`src/rtl/core/assert_macros.svh`:
```
// shared assertion macros
`ifndef ASSERT_MACROS_SVH
`define ASSERT_MACROS_SVH

`ifndef ASSERT_OFF
`define ASSERT_ALWAYS(label, clk, rst, prop) \
  label: assert property (@(posedge clk) disable iff (rst) (prop)) \
    else $error("assertion failed");
`define ASSERT_NEXT(label, clk, rst, ante, cons) \
  label: assert property (@(posedge clk) disable iff (rst) (ante) |=> (cons)) \
    else $error("assertion failed");
`else
`define ASSERT_ALWAYS(label, clk, rst, prop)
`define ASSERT_NEXT(label, clk, rst, ante, cons)
`endif

`endif

```
`src/rtl/core/rcfd_pkg.sv`:
```
`default_nettype none

package rcfd_pkg;

  localparam int FRAME_BYTES = 18;
  localparam int IDX_W       = $clog2(FRAME_BYTES);
  localparam int CH_W        = 11;
  localparam int SW_W        = 2;
  localparam int STATUS_W    = 2;
  localparam int LIMIT_W     = 10;
  localparam int WD_W        = 16;
  localparam int CFG_IDX_W   = 2;
  localparam int CFG_DATA_W  = 16;
  localparam int NUM_CH      = 5;

  localparam logic OP_BYTE = 1'b0;
  localparam logic OP_TICK = 1'b1;

  localparam logic [CFG_IDX_W-1:0] REG_ENABLE  = 2'd0;
  localparam logic [CFG_IDX_W-1:0] REG_LIMIT   = 2'd1;
  localparam logic [CFG_IDX_W-1:0] REG_TIMEOUT = 2'd2;

  localparam logic             ENABLE_RESET  = 1'b1;
  localparam logic [LIMIT_W-1:0] LIMIT_RESET = 10'd660;
  localparam logic [WD_W-1:0]  TIMEOUT_RESET = 16'd100;

  // raw minus 1024 in 11 bits is the raw code with its top bit inverted
  function automatic logic signed [CH_W-1:0] centre(input logic [CH_W-1:0] raw);
    centre = {~raw[CH_W-1], raw[CH_W-2:0]};
  endfunction

  function automatic logic [CH_W-1:0] magnitude(input logic signed [CH_W-1:0] v);
    logic [CH_W-1:0] neg;
    neg = CH_W'(-v);
    magnitude = v[CH_W-1] ? neg : v;
  endfunction

endpackage

`default_nettype wire

```
`src/rtl/core/rcfd_item_if.sv`:
```
`default_nettype none

interface rcfd_item_if;
  logic       valid;
  logic       ready;
  logic       operation;
  logic [7:0] rx_byte;

  modport source(output valid, operation, rx_byte, input ready);
  modport sink(input valid, operation, rx_byte, output ready);
endinterface

`default_nettype wire

```
`src/rtl/core/rcfd_result_if.sv`:
```
`default_nettype none

interface rcfd_result_if;
  logic                                valid;
  logic                                ready;
  logic signed [rcfd_pkg::CH_W-1:0]    right_x;
  logic signed [rcfd_pkg::CH_W-1:0]    right_y;
  logic signed [rcfd_pkg::CH_W-1:0]    left_x;
  logic signed [rcfd_pkg::CH_W-1:0]    left_y;
  logic signed [rcfd_pkg::CH_W-1:0]    dial_value;
  logic [rcfd_pkg::SW_W-1:0]           left_switch;
  logic [rcfd_pkg::SW_W-1:0]           right_switch;
  logic [rcfd_pkg::STATUS_W-1:0]       link_status;
  logic                                data_valid;
  logic                                frame_done;

  modport source(output valid, right_x, right_y, left_x, left_y, dial_value,
                 left_switch, right_switch, link_status, data_valid, frame_done,
                 input ready);
  modport sink(input valid, right_x, right_y, left_x, left_y, dial_value,
               left_switch, right_switch, link_status, data_valid, frame_done,
               output ready);
endinterface

`default_nettype wire

```
`src/rtl/core/rcfd_cfg_if.sv`:
```
`default_nettype none

interface rcfd_cfg_if;
  logic                               valid;
  logic                               ready;
  logic [rcfd_pkg::CFG_IDX_W-1:0]     reg_index;
  logic [rcfd_pkg::CFG_DATA_W-1:0]    wr_data;

  modport source(output valid, reg_index, wr_data, input ready);
  modport sink(input valid, reg_index, wr_data, output ready);
endinterface

`default_nettype wire

```
`src/rtl/core/rc_receiver_frame_decoder_unit.sv`:
```
// Remote control receiver frame decoder.
// item channel: each transaction is a received byte (operation 0) or one
// watchdog tick (operation 1). Bytes collect into an 18-byte frame; the last
// byte of a frame triggers unpacking of five centred 11-bit channels and two
// switch codes, checked against channel_limit.
// result channel: exactly one transaction per item, carrying the held data,
// link status, data_valid and frame_done.
// cfg channel: always ready; index 0 receive_enable, 1 channel_limit,
// 2 timeout_ticks. Other indexes are ignored.
// Timing: the result is registered and presented on the cycle after the item is accepted.
// Throughput: one item per cycle when not stalled; decode is a single pass
// of unpack and compare logic between the item port and the result register.
// Reset (rst, synchronous): status running, enabled, data zero, frame and
// watchdog counters cleared, limit 660, timeout 100 ticks.
// Stall: while a result waits and result.ready is low, item.ready is low;
// the result register holds its transaction until taken.

`default_nettype none

`include "assert_macros.svh"

module rc_receiver_frame_decoder_unit (
  input  wire logic          clk,
  input  wire logic          rst,
  rcfd_item_if.sink          item,
  rcfd_result_if.source      result,
  rcfd_cfg_if.sink           cfg
);

  typedef enum logic [rcfd_pkg::STATUS_W-1:0] {
    ST_RUNNING = 2'd0,
    ST_TIMEOUT = 2'd1,
    ST_ERROR   = 2'd2,
    ST_STOPPED = 2'd3
  } link_state_t;

  localparam int LAST = rcfd_pkg::FRAME_BYTES - 1;

  logic [7:0] frame_store [rcfd_pkg::FRAME_BYTES];
  logic [7:0] frame_view  [rcfd_pkg::FRAME_BYTES];

  logic [rcfd_pkg::IDX_W-1:0]   byte_index, byte_index_next;
  logic [rcfd_pkg::WD_W-1:0]    watchdog_count, watchdog_count_next;
  logic [rcfd_pkg::WD_W-1:0]    watchdog_inc;
  link_state_t                  link_state, link_state_next;
  logic signed [rcfd_pkg::CH_W-1:0] channel_values [rcfd_pkg::NUM_CH];
  logic signed [rcfd_pkg::CH_W-1:0] channel_values_next [rcfd_pkg::NUM_CH];
  logic [rcfd_pkg::SW_W-1:0]    switch_values [2];
  logic [rcfd_pkg::SW_W-1:0]    switch_values_next [2];
  logic                         frame_done_next;

  logic                         receive_enable;
  logic [rcfd_pkg::LIMIT_W-1:0] channel_limit;
  logic [rcfd_pkg::WD_W-1:0]    timeout_ticks;

  logic                         res_valid;

  logic [rcfd_pkg::CH_W-1:0]        raw [rcfd_pkg::NUM_CH];
  logic signed [rcfd_pkg::CH_W-1:0] centred [rcfd_pkg::NUM_CH];
  logic                             bad_frame;

  logic accept_item;
  logic accept_cfg;
  logic store_byte;

  assign item.ready  = !res_valid || result.ready;
  assign cfg.ready   = 1'b1;
  assign accept_item = item.valid && item.ready;
  assign accept_cfg  = cfg.valid && cfg.ready;
  assign store_byte  = accept_item && receive_enable && (item.operation == rcfd_pkg::OP_BYTE);

  // last byte of the frame comes straight from the item port
  always_comb begin
    for (int k = 0; k < rcfd_pkg::FRAME_BYTES; k++) begin
      frame_view[k] = (k == LAST) ? item.rx_byte : frame_store[k];
    end
  end

  always_comb begin
    raw[0] = {frame_view[1][2:0], frame_view[0]};
    raw[1] = {frame_view[2][5:0], frame_view[1][7:3]};
    raw[2] = {frame_view[4][0], frame_view[3], frame_view[2][7:6]};
    raw[3] = {frame_view[5][3:0], frame_view[4][7:1]};
    raw[4] = {frame_view[17][2:0], frame_view[16]};
    bad_frame = 1'b0;
    for (int i = 0; i < rcfd_pkg::NUM_CH; i++) begin
      centred[i] = rcfd_pkg::centre(raw[i]);
      if (rcfd_pkg::magnitude(centred[i]) > {1'b0, channel_limit}) begin
        bad_frame = 1'b1;
      end
    end
  end

  assign watchdog_inc = watchdog_count + rcfd_pkg::WD_W'(1);

  always_comb begin
    byte_index_next     = byte_index;
    watchdog_count_next = watchdog_count;
    link_state_next     = link_state;
    channel_values_next = channel_values;
    switch_values_next  = switch_values;
    frame_done_next     = 1'b0;
    if (accept_item && receive_enable) begin
      if (item.operation == rcfd_pkg::OP_BYTE) begin
        if (byte_index == rcfd_pkg::IDX_W'(LAST)) begin
          byte_index_next     = '0;
          watchdog_count_next = '0;
          if (!bad_frame) begin
            channel_values_next = centred;
            switch_values_next[0] = frame_view[5][7:6];
            switch_values_next[1] = frame_view[5][5:4];
            link_state_next     = ST_RUNNING;
            frame_done_next     = 1'b1;
          end else begin
            for (int i = 0; i < rcfd_pkg::NUM_CH; i++) channel_values_next[i] = '0;
            switch_values_next[0] = '0;
            switch_values_next[1] = '0;
            link_state_next       = ST_ERROR;
          end
        end else begin
          byte_index_next = byte_index + rcfd_pkg::IDX_W'(1);
        end
      end else begin
        if (watchdog_inc >= timeout_ticks) begin
          watchdog_count_next = '0;
          byte_index_next     = '0;
          for (int i = 0; i < rcfd_pkg::NUM_CH; i++) channel_values_next[i] = '0;
          switch_values_next[0] = '0;
          switch_values_next[1] = '0;
          link_state_next       = ST_TIMEOUT;
        end else begin
          watchdog_count_next = watchdog_inc;
        end
      end
    end
    // the user must make enable changes only while idle; not enforced here
    if (accept_cfg && (cfg.reg_index == rcfd_pkg::REG_ENABLE) &&
        (cfg.wr_data[0] != receive_enable)) begin
      if (cfg.wr_data[0]) begin
        link_state_next     = ST_RUNNING;
        byte_index_next     = '0;
        watchdog_count_next = '0;
      end else begin
        link_state_next = ST_STOPPED;
      end
    end
  end

  always_ff @(posedge clk) begin
    if (store_byte) begin
      frame_store[byte_index] <= item.rx_byte;
    end
    if (accept_item) begin
      result.right_x      <= channel_values_next[0];
      result.right_y      <= channel_values_next[1];
      result.left_x       <= channel_values_next[2];
      result.left_y       <= channel_values_next[3];
      result.dial_value   <= channel_values_next[4];
      result.left_switch  <= switch_values_next[0];
      result.right_switch <= switch_values_next[1];
      result.link_status  <= link_state_next;
      result.data_valid   <= (link_state_next == ST_RUNNING);
      result.frame_done   <= frame_done_next;
    end
    if (rst) begin
      byte_index     <= '0;
      watchdog_count <= '0;
      link_state     <= ST_RUNNING;
      for (int i = 0; i < rcfd_pkg::NUM_CH; i++) channel_values[i] <= '0;
      switch_values[0] <= '0;
      switch_values[1] <= '0;
      receive_enable <= rcfd_pkg::ENABLE_RESET;
      channel_limit  <= rcfd_pkg::LIMIT_RESET;
      timeout_ticks  <= rcfd_pkg::TIMEOUT_RESET;
      res_valid      <= 1'b0;
    end else begin
      byte_index     <= byte_index_next;
      watchdog_count <= watchdog_count_next;
      link_state     <= link_state_next;
      channel_values <= channel_values_next;
      switch_values  <= switch_values_next;
      if (accept_item) begin
        res_valid <= 1'b1;
      end else if (result.ready) begin
        res_valid <= 1'b0;
      end
      if (accept_cfg) begin
        unique case (cfg.reg_index)
          rcfd_pkg::REG_ENABLE:  receive_enable <= cfg.wr_data[0];
          rcfd_pkg::REG_LIMIT:   channel_limit  <= cfg.wr_data[rcfd_pkg::LIMIT_W-1:0];
          rcfd_pkg::REG_TIMEOUT: timeout_ticks  <= cfg.wr_data;
          default: ;
        endcase
      end
    end
  end

  assign result.valid = res_valid;

  `ASSERT_ALWAYS(a_index_in_frame, clk, rst, byte_index <= rcfd_pkg::IDX_W'(LAST))
  `ASSERT_ALWAYS(a_stopped_iff_disabled, clk, rst,
                 (link_state == ST_STOPPED) == !receive_enable)
  `ASSERT_ALWAYS(a_valid_matches_status, clk, rst,
                 !res_valid || (result.data_valid == (result.link_status == ST_RUNNING)))
  `ASSERT_ALWAYS(a_done_only_running, clk, rst,
                 !res_valid || !result.frame_done || (result.link_status == ST_RUNNING))
  `ASSERT_NEXT(a_item_gives_result, clk, rst, accept_item, res_valid)

endmodule

`default_nettype wire
```
`src/flat_wrapper.sv`:
```
// flat-port wrapper written by rule: the top's interface ports become plain ports
module rc_receiver_frame_decoder_unit_flat 
  (clk, rst, item_valid, item_operation, item_rx_byte, item_ready, result_valid, result_right_x, result_right_y, result_left_x, result_left_y, result_dial_value, result_left_switch, result_right_switch, result_link_status, result_data_valid, result_frame_done, result_ready, cfg_valid, cfg_reg_index, cfg_wr_data, cfg_ready);
  rcfd_item_if item_i ();
  rcfd_result_if result_i ();
  rcfd_cfg_if cfg_i ();
  input  wire logic clk;
  input  wire logic rst;
  input wire logic [$bits(item_i.valid)-1:0] item_valid;
  input wire logic [$bits(item_i.operation)-1:0] item_operation;
  input wire logic [$bits(item_i.rx_byte)-1:0] item_rx_byte;
  output wire logic [$bits(item_i.ready)-1:0] item_ready;
  output wire logic [$bits(result_i.valid)-1:0] result_valid;
  output wire logic [$bits(result_i.right_x)-1:0] result_right_x;
  output wire logic [$bits(result_i.right_y)-1:0] result_right_y;
  output wire logic [$bits(result_i.left_x)-1:0] result_left_x;
  output wire logic [$bits(result_i.left_y)-1:0] result_left_y;
  output wire logic [$bits(result_i.dial_value)-1:0] result_dial_value;
  output wire logic [$bits(result_i.left_switch)-1:0] result_left_switch;
  output wire logic [$bits(result_i.right_switch)-1:0] result_right_switch;
  output wire logic [$bits(result_i.link_status)-1:0] result_link_status;
  output wire logic [$bits(result_i.data_valid)-1:0] result_data_valid;
  output wire logic [$bits(result_i.frame_done)-1:0] result_frame_done;
  input wire logic [$bits(result_i.ready)-1:0] result_ready;
  input wire logic [$bits(cfg_i.valid)-1:0] cfg_valid;
  input wire logic [$bits(cfg_i.reg_index)-1:0] cfg_reg_index;
  input wire logic [$bits(cfg_i.wr_data)-1:0] cfg_wr_data;
  output wire logic [$bits(cfg_i.ready)-1:0] cfg_ready;
  assign item_i.valid = item_valid;
  assign item_i.operation = item_operation;
  assign item_i.rx_byte = item_rx_byte;
  assign item_ready = item_i.ready;
  assign result_valid = result_i.valid;
  assign result_right_x = result_i.right_x;
  assign result_right_y = result_i.right_y;
  assign result_left_x = result_i.left_x;
  assign result_left_y = result_i.left_y;
  assign result_dial_value = result_i.dial_value;
  assign result_left_switch = result_i.left_switch;
  assign result_right_switch = result_i.right_switch;
  assign result_link_status = result_i.link_status;
  assign result_data_valid = result_i.data_valid;
  assign result_frame_done = result_i.frame_done;
  assign result_i.ready = result_ready;
  assign cfg_i.valid = cfg_valid;
  assign cfg_i.reg_index = cfg_reg_index;
  assign cfg_i.wr_data = cfg_wr_data;
  assign cfg_ready = cfg_i.ready;
  rc_receiver_frame_decoder_unit u_core (.clk(clk), .rst(rst), .item(item_i), .result(result_i), .cfg(cfg_i));
endmodule
```
`config.mk`:
```
export PLATFORM = sky130hd
export DESIGN_NAME = rc_receiver_frame_decoder_unit_flat
export DESIGN_NICKNAME = d
export VERILOG_FILES = /design/src/rtl/core/rcfd_pkg.sv /design/src/rtl/core/rcfd_item_if.sv /design/src/rtl/core/rcfd_result_if.sv /design/src/rtl/core/rcfd_cfg_if.sv /design/src/rtl/core/rc_receiver_frame_decoder_unit.sv /design/src/flat_wrapper.sv
export VERILOG_INCLUDE_DIRS = /design/src /design/src/rtl/core
export SDC_FILE = /design/constraint.sdc
export NUM_CORES = 1
export LEC_CHECK = 0
export ABC_AREA = 1
export BUFFER_PORTS_ARGS = -buffer_cell sky130_fd_sc_hd__buf_2
export CAP_MARGIN = 20
export CORE_UTILIZATION = 38
export CTS_CLUSTER_SIZE = 20
export DETAILED_ROUTE_END_ITERATION = 8
export GPL_TIMING_DRIVEN = 0
export MAX_ROUTING_LAYER = met4
export PLACE_DENSITY_LB_ADDON = 0.3
export SYNTH_ARGS = -nofsm -noshare
export SYNTH_HDL_FRONTEND = slang
export SYNTH_SLANG_ARGS = --single-unit
```
`constraint.sdc`:
```
create_clock -name clk -period 6.7 [get_ports clk]
set_input_delay 1.005 -clock clk [delete_from_list [all_inputs] [get_ports clk]]
set_output_delay 1.005 -clock clk [all_outputs]
set_load 0.005 [all_outputs]
```
Word-level counts from Yosys, hierarchy flattened
Memory sizes are Yosys's and may differ from the RTL's.
Cells that the tools add are included.
Widths: inputs -> output; s select.
{"block": "op_classes", "bitwise": 8, "mux": 44, "add_sub_neg": 7, "n_lt_le_gt_ge": 6, "n_eq_ne": 4, "n_reduce_logical": 14}
{"cell": "$mux 55", "count": 5}
{"cell": "$mux 16", "count": 6}
{"cell": "$gt 11x10->1", "count": 5}
{"cell": "$mux 11", "count": 5}
{"cell": "$neg 11->11", "count": 5}
{"cell": "$mux 5", "count": 6}
{"cell": "$mux 4", "count": 5}
{"cell": "$add 16x1->16 const B", "count": 1}
{"cell": "$ge 16x16->1", "count": 1}
{"cell": "$mux 2", "count": 7}
{"cell": "$mux 1", "count": 10}
{"cell": "$not 1->1", "count": 8}
{"cell": "$reduce_and 2->1", "count": 3}
{"cell": "$add 5x1->5 const B", "count": 1}
{"cell": "$eq 5x5->1 const B", "count": 1}
{"cell": "$logic_and 1x1->1", "count": 5}
{"cell": "$logic_not 2->1", "count": 2}
{"cell": "$reduce_or 3->1", "count": 1}
{"cell": "$eq 2x1->1 const B", "count": 1}
{"cell": "$eq 2x2->1 const B", "count": 1}
{"cell": "$reduce_bool 2->1", "count": 1}
{"cell": "$logic_not 1->1", "count": 1}
{"cell": "$logic_or 1x1->1", "count": 1}
{"cell": "$ne 1x1->1", "count": 1}
{"block": "totals", "memories": 1, "ramBits": 144, "regBits": 173}
{"name": "u_core.frame_store", "depth": 18, "width": 8, "read_ports": 7, "rd_ports_with_merged_regs": 0, "wr": 1, "line_no": "rc_receiver_frame_decoder_unit.sv:39", "text": "logic [7:0] frame_store [rcfd_pkg::FRAME_BYTES];"}

Depth between registers and ports, before layout
Gate-level depths: netlist (run 1).
An unclocked memory read counts as a cell.
{"block": "logic_depth", "word_depth": 16, "depth_mapped": 22, "depth_no_buf": 21}

Worst setup path after synthesis (run 1)
Ideal clock, no wire load.
{"block": "synth_timing", "path_kind": "reg-to-reg", "startpoint": "reg u_core.watchdog_count[0] in the netlist's numbering", "endpoint": "reg u_core.result.left_switch[0] in the netlist's numbering, data pin", "period_less_slack_ns": 3.237, "required_time_ns": 6.449, "stages_incl_launch_ff": 22, "setup_ns": 0.251, "path_slack_ns": 3.463, "n_path_buf": 1, "arrival_ns": 2.987, "path_cell_list": "dfxtp_1 ha_1 nand3_1 nor2_1 nand2_1 nor2_1 nand3_1 nor2_1 nand2_1 xor2_1 inv_1 ha_1 nand2_1 nor4_1 nand3_1 nand3_1 o21ai_2 inv_2 buf_2 nand3_1 nand2_1 inv_1"}
{"item": "start, declared", "line_no": "rc_receiver_frame_decoder_unit.sv:43", "text": "logic [rcfd_pkg::WD_W-1:0] watchdog_count, watchdog_count_next;"}
{"item": "start signal, assigned", "line_no": "rc_receiver_frame_decoder_unit.sv:178", "text": "watchdog_count <= watchdog_count_next;"}
{"item": "end signal, assigned", "line_no": "rc_receiver_frame_decoder_unit.sv:159", "text": "result.left_switch <= switch_values_next[0];"}
{"item": "end, declared", "line_no": "rcfd_result_if.sv:18", "text": "left_switch, right_switch, link_status, data_valid, frame_done,"}

==> summary.md, run 1 <==
| Metric | Value |
|---|---|
| Setup slack at placement | 2.60 ns |
| Nets | 1482 |
| Post-DR wirelength/cell | 15.6 um |
| Status | finished clean |
| Slew HR | 0.315 |
| Starting density of the core | 0.391 |
| Die Ht | 175 um |
| Vias in the first global route | 8130 |
| PostCTS Resize Cnt | 0 |
| Routed Antenna Nets | 0 |
| Bufs on Longest Clock Path | 3 |
| Row cnt | 62 |
| Post-Synthesis Cells | 1248 |
| Antenna violations before repair | 0 |
| CTS tree | done |
| Initial DRT Pass Iterations | 5 |
| Total CTS buffers | 25 |
| Clk_skew | 0.0212 ns |
| DRC Markers | 0 |
| Buffers added on ports | 95 |
| Worst vdd ir | approximately 0.18 mV |
| Worst setup SP type | flip-flop |
| Setup repair bufs after CTS | 0 |
| Detailed placement HPWL | 20400 um |
| First-pass GRT wire length | 44500 um |
| Core Util, Final | 0.458 |
| WP data arrival | 4.35 ns |
| Core Region | 29100 um^2 |
| Layout cells sized above 1 | 0.184 |
| Initial DRC Count | just under 600 |
| Worst skew pair latency | 0.55 ns |
| Seq/Total Area, Yosys | 0.508 |
| Average vias per placed instance | 4.85 |
| Global route overflow | 0 |
| Synth unique cells | 43 |
| Post-route minimum period | 4.07 ns |
| All-Layer GR Usage | 0.191 |
| Largest area contributor in the netlist | edfxtp_1 |
| Hold Vio Cnt, Final | 0 |
| Post-synthesis register bit count | about 230 |
| Max stage delay cell, worst path | dfxtp_1 |
| Area of the mapped netlist | 11400 um^2 |
| Delay-heaviest family, CP | simple AND/OR/NAND/NOR gates |
| Worst EP required | 6.98 ns |
| Total number of vias | 8614 |
| Clk sinks | around 230 |
| Ys Warns | 0 |
| RSZ-0062 raised after global routing | no |
| Clock transition at path regs | 0.06 ns |
| Final WL | 27700 um |
| Fill count | 2818 |
| CP Buf/Inv Count | 2 |
| Final setup margin | 2.63 ns |
| CP endpoint kind | flip-flop |
| Crit path cell chain | ha_1, nand3_1, nor2_1, nand2_1, nor2_1, nand3_1, nor2_1, nand2_1, xor2_1, inv_1, ha_1, nand2_1, nor4_1, nand3_1, nand3_1, nand2_1, buf_2, nand3_1, nand2_1 |
| Worst-path fanout max | 10 |
| Type of the worst min-delay path | reg2reg |
| Net count after synthesis | 1356 |
| # H-tree levels | 1 |
| Leakage | a little over 0.006 uW |
| Max-slew violations | 0 |
| Root Driver | clkbuf_16 |
| I/O pins | 98 |
| Worst-margin pin slew | 1.03 ns |
| Fmax | 0.246 GHz |
| Ys async rst share | 0 |
| Mean post-synth cell area | around 9.1 um^2 |
| Top post-synthesis cells by area | edfxtp_1 31%, dfxtp_1 19%, ha_1 8.4% |
| Die footprint | 30600 um^2 |
| FF-to-FF setup slack | 2.63 ns |
| CP Class | reg2reg |
| Area delta synth->final | 17.1% |
| Post-route clock period utilization | 0.607 |
| Routability Congestion | 0.921 |
| Slowest Stage Delay on Critical Path | 0.41 ns |
| Max Cap Viol | 0 |
| Share of the synthesized area in the top cell type | 0.314 |
| Worst Hold Margin | roughly 0.47 ns |
| Post-synth EDFFs | 119 |
| Pin count of the biggest net entering global routing | 45 |
| Die W | between 150 and 200 um |
| Ant. Diodes | 0 |
| CTS Hold Bufs | 0 |
| Main flop type after synthesis | edfxtp_1 |
| Final setup viols | 0 |
| Fin Setup TNS | 0 ns |
| Pwr Density | ~250 nW/um^2 |
==> flip-flops by register name, summed over array words and instances (netlist names), 2 cells and up <==
register                    count
u_core.byte_index               5
u_core.channel_limit           10
u_core.channel_values          55
u_core.frame_store             56
u_core.link_state               2
u_core.result.dial_value       11
u_core.result.left_switch       2
u_core.result.left_x           11
u_core.result.left_y           11
u_core.result.link_status       2
u_core.result.right_switch      2
u_core.result.right_x          11
u_core.result.right_y          11
u_core.switch_values            4
u_core.timeout_ticks           16
u_core.watchdog_count          16
==> stage by stage <==
stage	area (um^2)	total power (uW)	cells
finish	13300	3270	1777
floorplan	11400	1670	1248
global placement	12300	1750	1727
detailed placement	12400	1760	1731
global route	13300	3400	1777
CTS	13300	3300	1777
==> logic make-up after synthesis <==
family,count (synthesis),synth area share
AND/OR/NAND/NOR,513,0.198
AO/OA/AOI/OAI,171,0.0941
flip-flops,229,0.508
adder cells (fa/ha/maj),76,0.0836
other,1,0.000330
buffers and inverters,204,0.0741
XOR/XNOR,54,0.0416
==> per-layer routing <==
metal	vias to the layer above	GRT usage	wire length, um
met3	41	0.0235	1300
met4	0	0.0467	537
met1	3998	0.264	13400
met5	-	-	0
met2	187	0.297	12500
li1	4388	-	-
==> worst paths after layout <==
check	endpoint	cells after the start	startpoint
worst min register to register	u_core.timeout_ticks[9]	2	u_core.timeout_ticks[9]
worst min-delay path	u_core.timeout_ticks[9]	2	u_core.timeout_ticks[9]
worst max-delay path	u_core.result.right_y[4]	19	u_core.watchdog_count[0]
worst max register to register	u_core.result.right_y[4]	19	u_core.watchdog_count[0]
==> placed cells by master (no fill, tap or decap), types with 3 or more instances in the layout <==
master,instances
nand2_1,229
inv_1,148
edfxtp_1,119
dfxtp_1,110
buf_2,109
nor2_1,100
nand3_1,100
ha_1,76
a21oi_1,62
xor2_1,48
nand2_2,39
o21ai_0,35
a21oi_2,31
clkbuf_16,27
nor3_1,20
a22oi_1,19
clkbuf_1,18
inv_2,15
nand4_1,8
o211ai_1,8
xnor2_1,6
a21o_1,6
clkinv_2,6
a31oi_1,5
bufinv_16,5
clkinv_1,4
and3_1,3
buf_8,3
nor3_2,3
clkbuf_8,3
==> worst min-delay path, delay by kind of cell, from the launching register on <==
family | cells | cell delay [ns]
AO/OA/AOI/OAI | 1 | 0.06
flip-flops | 1 | 0.30
buffers and inverters | 1 | 0.07
==> cell type report <==
cell class	count	area, um^2	share of cell area
Buffer	37	210	0.0158
Multi-Input combinational cell	815	4760	0.358
Clock inverter	16	228	0.0171
Clock buffer	30	717	0.0538
Sequential cell	229	5780	0.434
Inverter	167	632	0.0475
Tap cell	384	480	0.0361
Timing Repair Buffer	99	510	0.0383
==> where the power goes <==
group	leakage, uW	internal, uW	switching (uW)
Sequential	0.00203	1510	14.5
Combinational	0.00357	68.9	139
Clock	0.000464	960	580
==> Yosys cell counts, types with 3 or more instances <==
master	number
dfxtp_1	110
nand3_1	100
buf_8	3
ha_1	76
o211ai_1	8
xnor2_1	6
a31oi_1	5
a21o_1	6
a21oi_1	62
nand2_1	229
nor2_1	100
nor3_1	22
edfxtp_1	119
a22oi_1	19
inv_1	149
and3_1	3
xor2_1	48
a21oi_2	31
clkbuf_1	18
inv_2	14
buf_2	11
nand4_1	8
clkinv_1	3
o21ai_0	35
nand2_2	39
Power figures use the tool's default switching activity.
==> inputs of run 2 (changes only) <==
==> constraint.sdc (replaced) <==
create_clock -name clk -period 3.3 [get_ports clk]
set_input_delay 0.495 -clock clk [delete_from_list [all_inputs] [get_ports clk]]
set_output_delay 0.495 -clock clk [all_outputs]
set_load 0.005 [all_outputs]
==> run 2 against run 1 <==
  * Total power up 100%
  * Critical path depth up 1
  * Die area unchanged
  * Clock power up 100%
  * Setup slack worse by 2.5 ns
  * Cell count up 2.1%
  * First-iteration DRC count down 2.5%
  * Final area up 9.2%
  * Non-clock buffer count up 36
  * Wire length up 6.0%
  * Hold slack worse by 0.25 ns
  * Critical path type unchanged
  * Critical endpoint is now u_core.result.left_x[0]
  * Largest power group unchanged
  * Highest routed layer unchanged
==> summary.md, run 2 (synthesized netlist as in run 1, its figures left out) <==
| Metric | Value |
|---|---|
| Nets | approximately 1500 |
| Worst skew pair latency | ~0.54 ns |
| Placed cell area | approximately 12000 um^2 |
| WP data arrival | around 3.5 ns |
| Root Driver | clkbuf_16 |
| Most frequent cells in the layout | 183 x nand2_1, 136 x inv_1, 119 x edfxtp_1 |
| Bufs on Longest Clock Path | 3 |
| Ant. Diodes | 0 |
| Total CTS buffers | 25 |
| Hold Vio Cnt, Final | 0 |
| Type of the worst min-delay path | in2reg |
| Max reg flops | 56 |
| Leading cell type in the layout, fill and taps excluded | nand2_1 |
| Initial DRT Pass Iterations | 5 |
| FF-to-FF setup slack | 0.13 ns |
| Area delta synth->final | 27.9% |
| First-pass GRT wire length | 44600 um |
| Status | finished clean |
| Worst EP required | 3.60 ns |
| Internal | between 5000 and 6000 uW |
| I/O pins | 98 |
| Row cnt | 62 |
| Power share of the combinational group | 0.071 |
| Pwr Density | approximately 460 nW/um^2 |
| Pin count of the biggest net entering global routing | 45 |
| Largest regs | u_core.frame_store: 56 flops, u_core.channel_values: 55 flops |
| RSZ-0062 raised after global routing | yes |
| Max-slew violations | 0 |
| Max Cap Viol | 0 |
| Die footprint | 30600 um^2 |
| Core Util, Final | 0.500 |
| Clock power frac | 0.468 |
| Worst vdd ir | approximately 0.37 mV |
| Routed Antenna Nets | 0 |
| NetSw | between 1500 and 2000 uW |
| Final setup viols | 0 |
| Fmax | 0.315 GHz |
| Total number of vias | about 9000 |
| Crit path cell chain | nor3_2, nand2_1, nor2_1, inv_1, nor3_4, a31oi_2, xor2_1, ha_1, and3_4, nand2_2, nand2_2, nand2_2, nand3_4, nor2_4, nand2_4, clkinv_8, buf_12, buf_12, nand2_2, nand2_2 |
| Detailed placement HPWL | a little over 20000 um |
| Largest Register | u_core.frame_store |
| Core Region | 29100 um^2 |
| Post-route minimum period | 3.17 ns |
| Die W | 175 um |
| Clock transition at path regs | 0.06 ns |
| Flop pwr share | 0.461 |
| # H-tree levels | 1 |
| Vias in the first global route | 8146 |
| Global route overflow | 0 |
| DRC Markers | 0 |
| Total power | 6700 uW |
| Hold Crit Depth | 3 |
| Post-route clock period utilization | 0.961 |
| Reg-to-Reg Start | u_core.frame_store[0][1] |
| Most frequent CP cell | nand2_2 |
| Placed insts | about 1700 |
| Post-DR wirelength/cell | 16.2 um |
| Final cell count without fillers | 1815 |
| Buffers added on ports | 95 |
| Clk sinks | 229 |
| Layout cells sized above 1 | 0.305 |
| Routability Congestion | ~0.92 |
| Worst setup SP type | flip-flop |
| Leakage | about 0.0066 uW |
| Reg-to-reg endpoint | u_core.result.left_x[0] |
| Starting density of the core | 0.391 |
| Slew HR | 0.273 |
| Slowest Stage Delay on Critical Path | around 0.44 ns |
| Average vias per placed instance | 4.94 |
| CP Class | reg2reg |
| All-Layer GR Usage | 0.192 |
| Antenna violations before repair | 0 |
| R2r worst-path depth | 20 |
| Fill count | 2703 |
| Worst Hold End | u_core.channel_limit[4] |
| CP endpoint kind | flip-flop |
| Hold path startpoint | cfg_wr_data[4] |
| Worst-margin pin slew | 1.09 ns |
| Initial DRC Count | slightly below 600 |
| Post-Layout Inst Area | 14500 um^2 |
| CTS tree | done |
| Final WL | 29300 um |
| Max stage delay cell, worst path | edfxtp_1 |
| Die Ht | 175 um |
| Clk_skew | 0.0195 ns |
| Worst Hold Margin | 0.216 ns |
| Worst-path fanout max | 5 |
| Net Sw Frac | 0.229 |
==> run 2: cell count changes in the layout (fill, tap and decap cells not counted), sizes merged <==
cell	change
buf	+32
clkbuf	+4
inv	+1
nor2	+1
==> run 2: power by group through the flow <==
stage	registers (uW)	clock network [uW]	logic, uW
after global routing	3090	3330	532
after global placement	3150	0	410
after floorplan	3150	0	248
final	3090	3140	475
after CTS	3090	3190	436
after detailed placement	3150	0	425
==> run 2: worst max path at each step <==
| stage | from | to | slack (ns) | cells after the start |
|---|---|---|---|---|
| 2_1_floorplan | u_core.watchdog_count[0] | u_core.result.left_switch[0] | 0.06 | 21 |
| 3_3_place_gp | u_core.watchdog_count[0] | u_core.result.dial_value[7] | -0.74 | 19 |
| 3_5_place_dp | u_core.watchdog_count[0] | u_core.result.dial_value[7] | -0.80 | 19 |
| 4_1_cts | u_core.watchdog_count[0] | u_core.result.right_x[9] | -0.02 | 21 |
| 5_1_grt | u_core.watchdog_count[3] | u_core.result.left_y[3] | -0.08 | 16 |
| 6_report | u_core.frame_store[0][1] | u_core.result.left_x[0] | 0.13 | 20 |
==> run 2: layer usage <==
metal	up-vias	share of wire	GRT usage
li1	4468	-	-
met1	4248	0.47	0.266
met2	206	0.46	0.299
met3	43	0.046	0.0231
met4	0	0.020	0.0438
met5	-	0	-
==> run 2: repair_timing <==
item / in CTS / in global routing
setup endpoints to repair: 141 / 134
hold buffers: 0 / 0
cloned: 0 / 8
setup buffers: 2 / 28
pin swaps: 3 / 51
resized for setup: 20 / 204
==> run 2: cell type report <==
type / instances / area [um^2] / share of cell area
plain buffers: 37 / 274 / 0.0188
clock buffers: 30 / 717 / 0.0493
clock inverters: 16 / 228 / 0.0157
inverters: 167 / 642 / 0.0441
multi-input cells: 816 / 5510 / 0.379
flip-flops and latches: 229 / 5790 / 0.398
well taps: 384 / 480 / 0.0330
repair buffers: 135 / 893 / 0.0614
repair inverters: 1 / 8.76 / 0.000602
==> run 2: critical path: cells and delay by family (launching register included) <==
| family | cells | cell delay [ns] |
|---|---|---|
| AND/OR/NAND/NOR | 13 | 1.43 |
| flip-flops | 1 | 0.44 |
| buffers and inverters | 4 | 0.43 |
| AO/OA/AOI/OAI | 1 | 0.13 |
| adder cells (fa/ha/maj) | 1 | 0.31 |
| XOR/XNOR | 1 | 0.16 |
==> run 2: stage by stage <==
step	setup WS, ns	setup TNS (ns)
floorplan	0.0626	0
global placement	-0.745	-69.75
detailed placement	-0.797	-76.10
CTS	-0.0162	-0.0287
global route	-0.0804	-2.31
finish	0.127	0
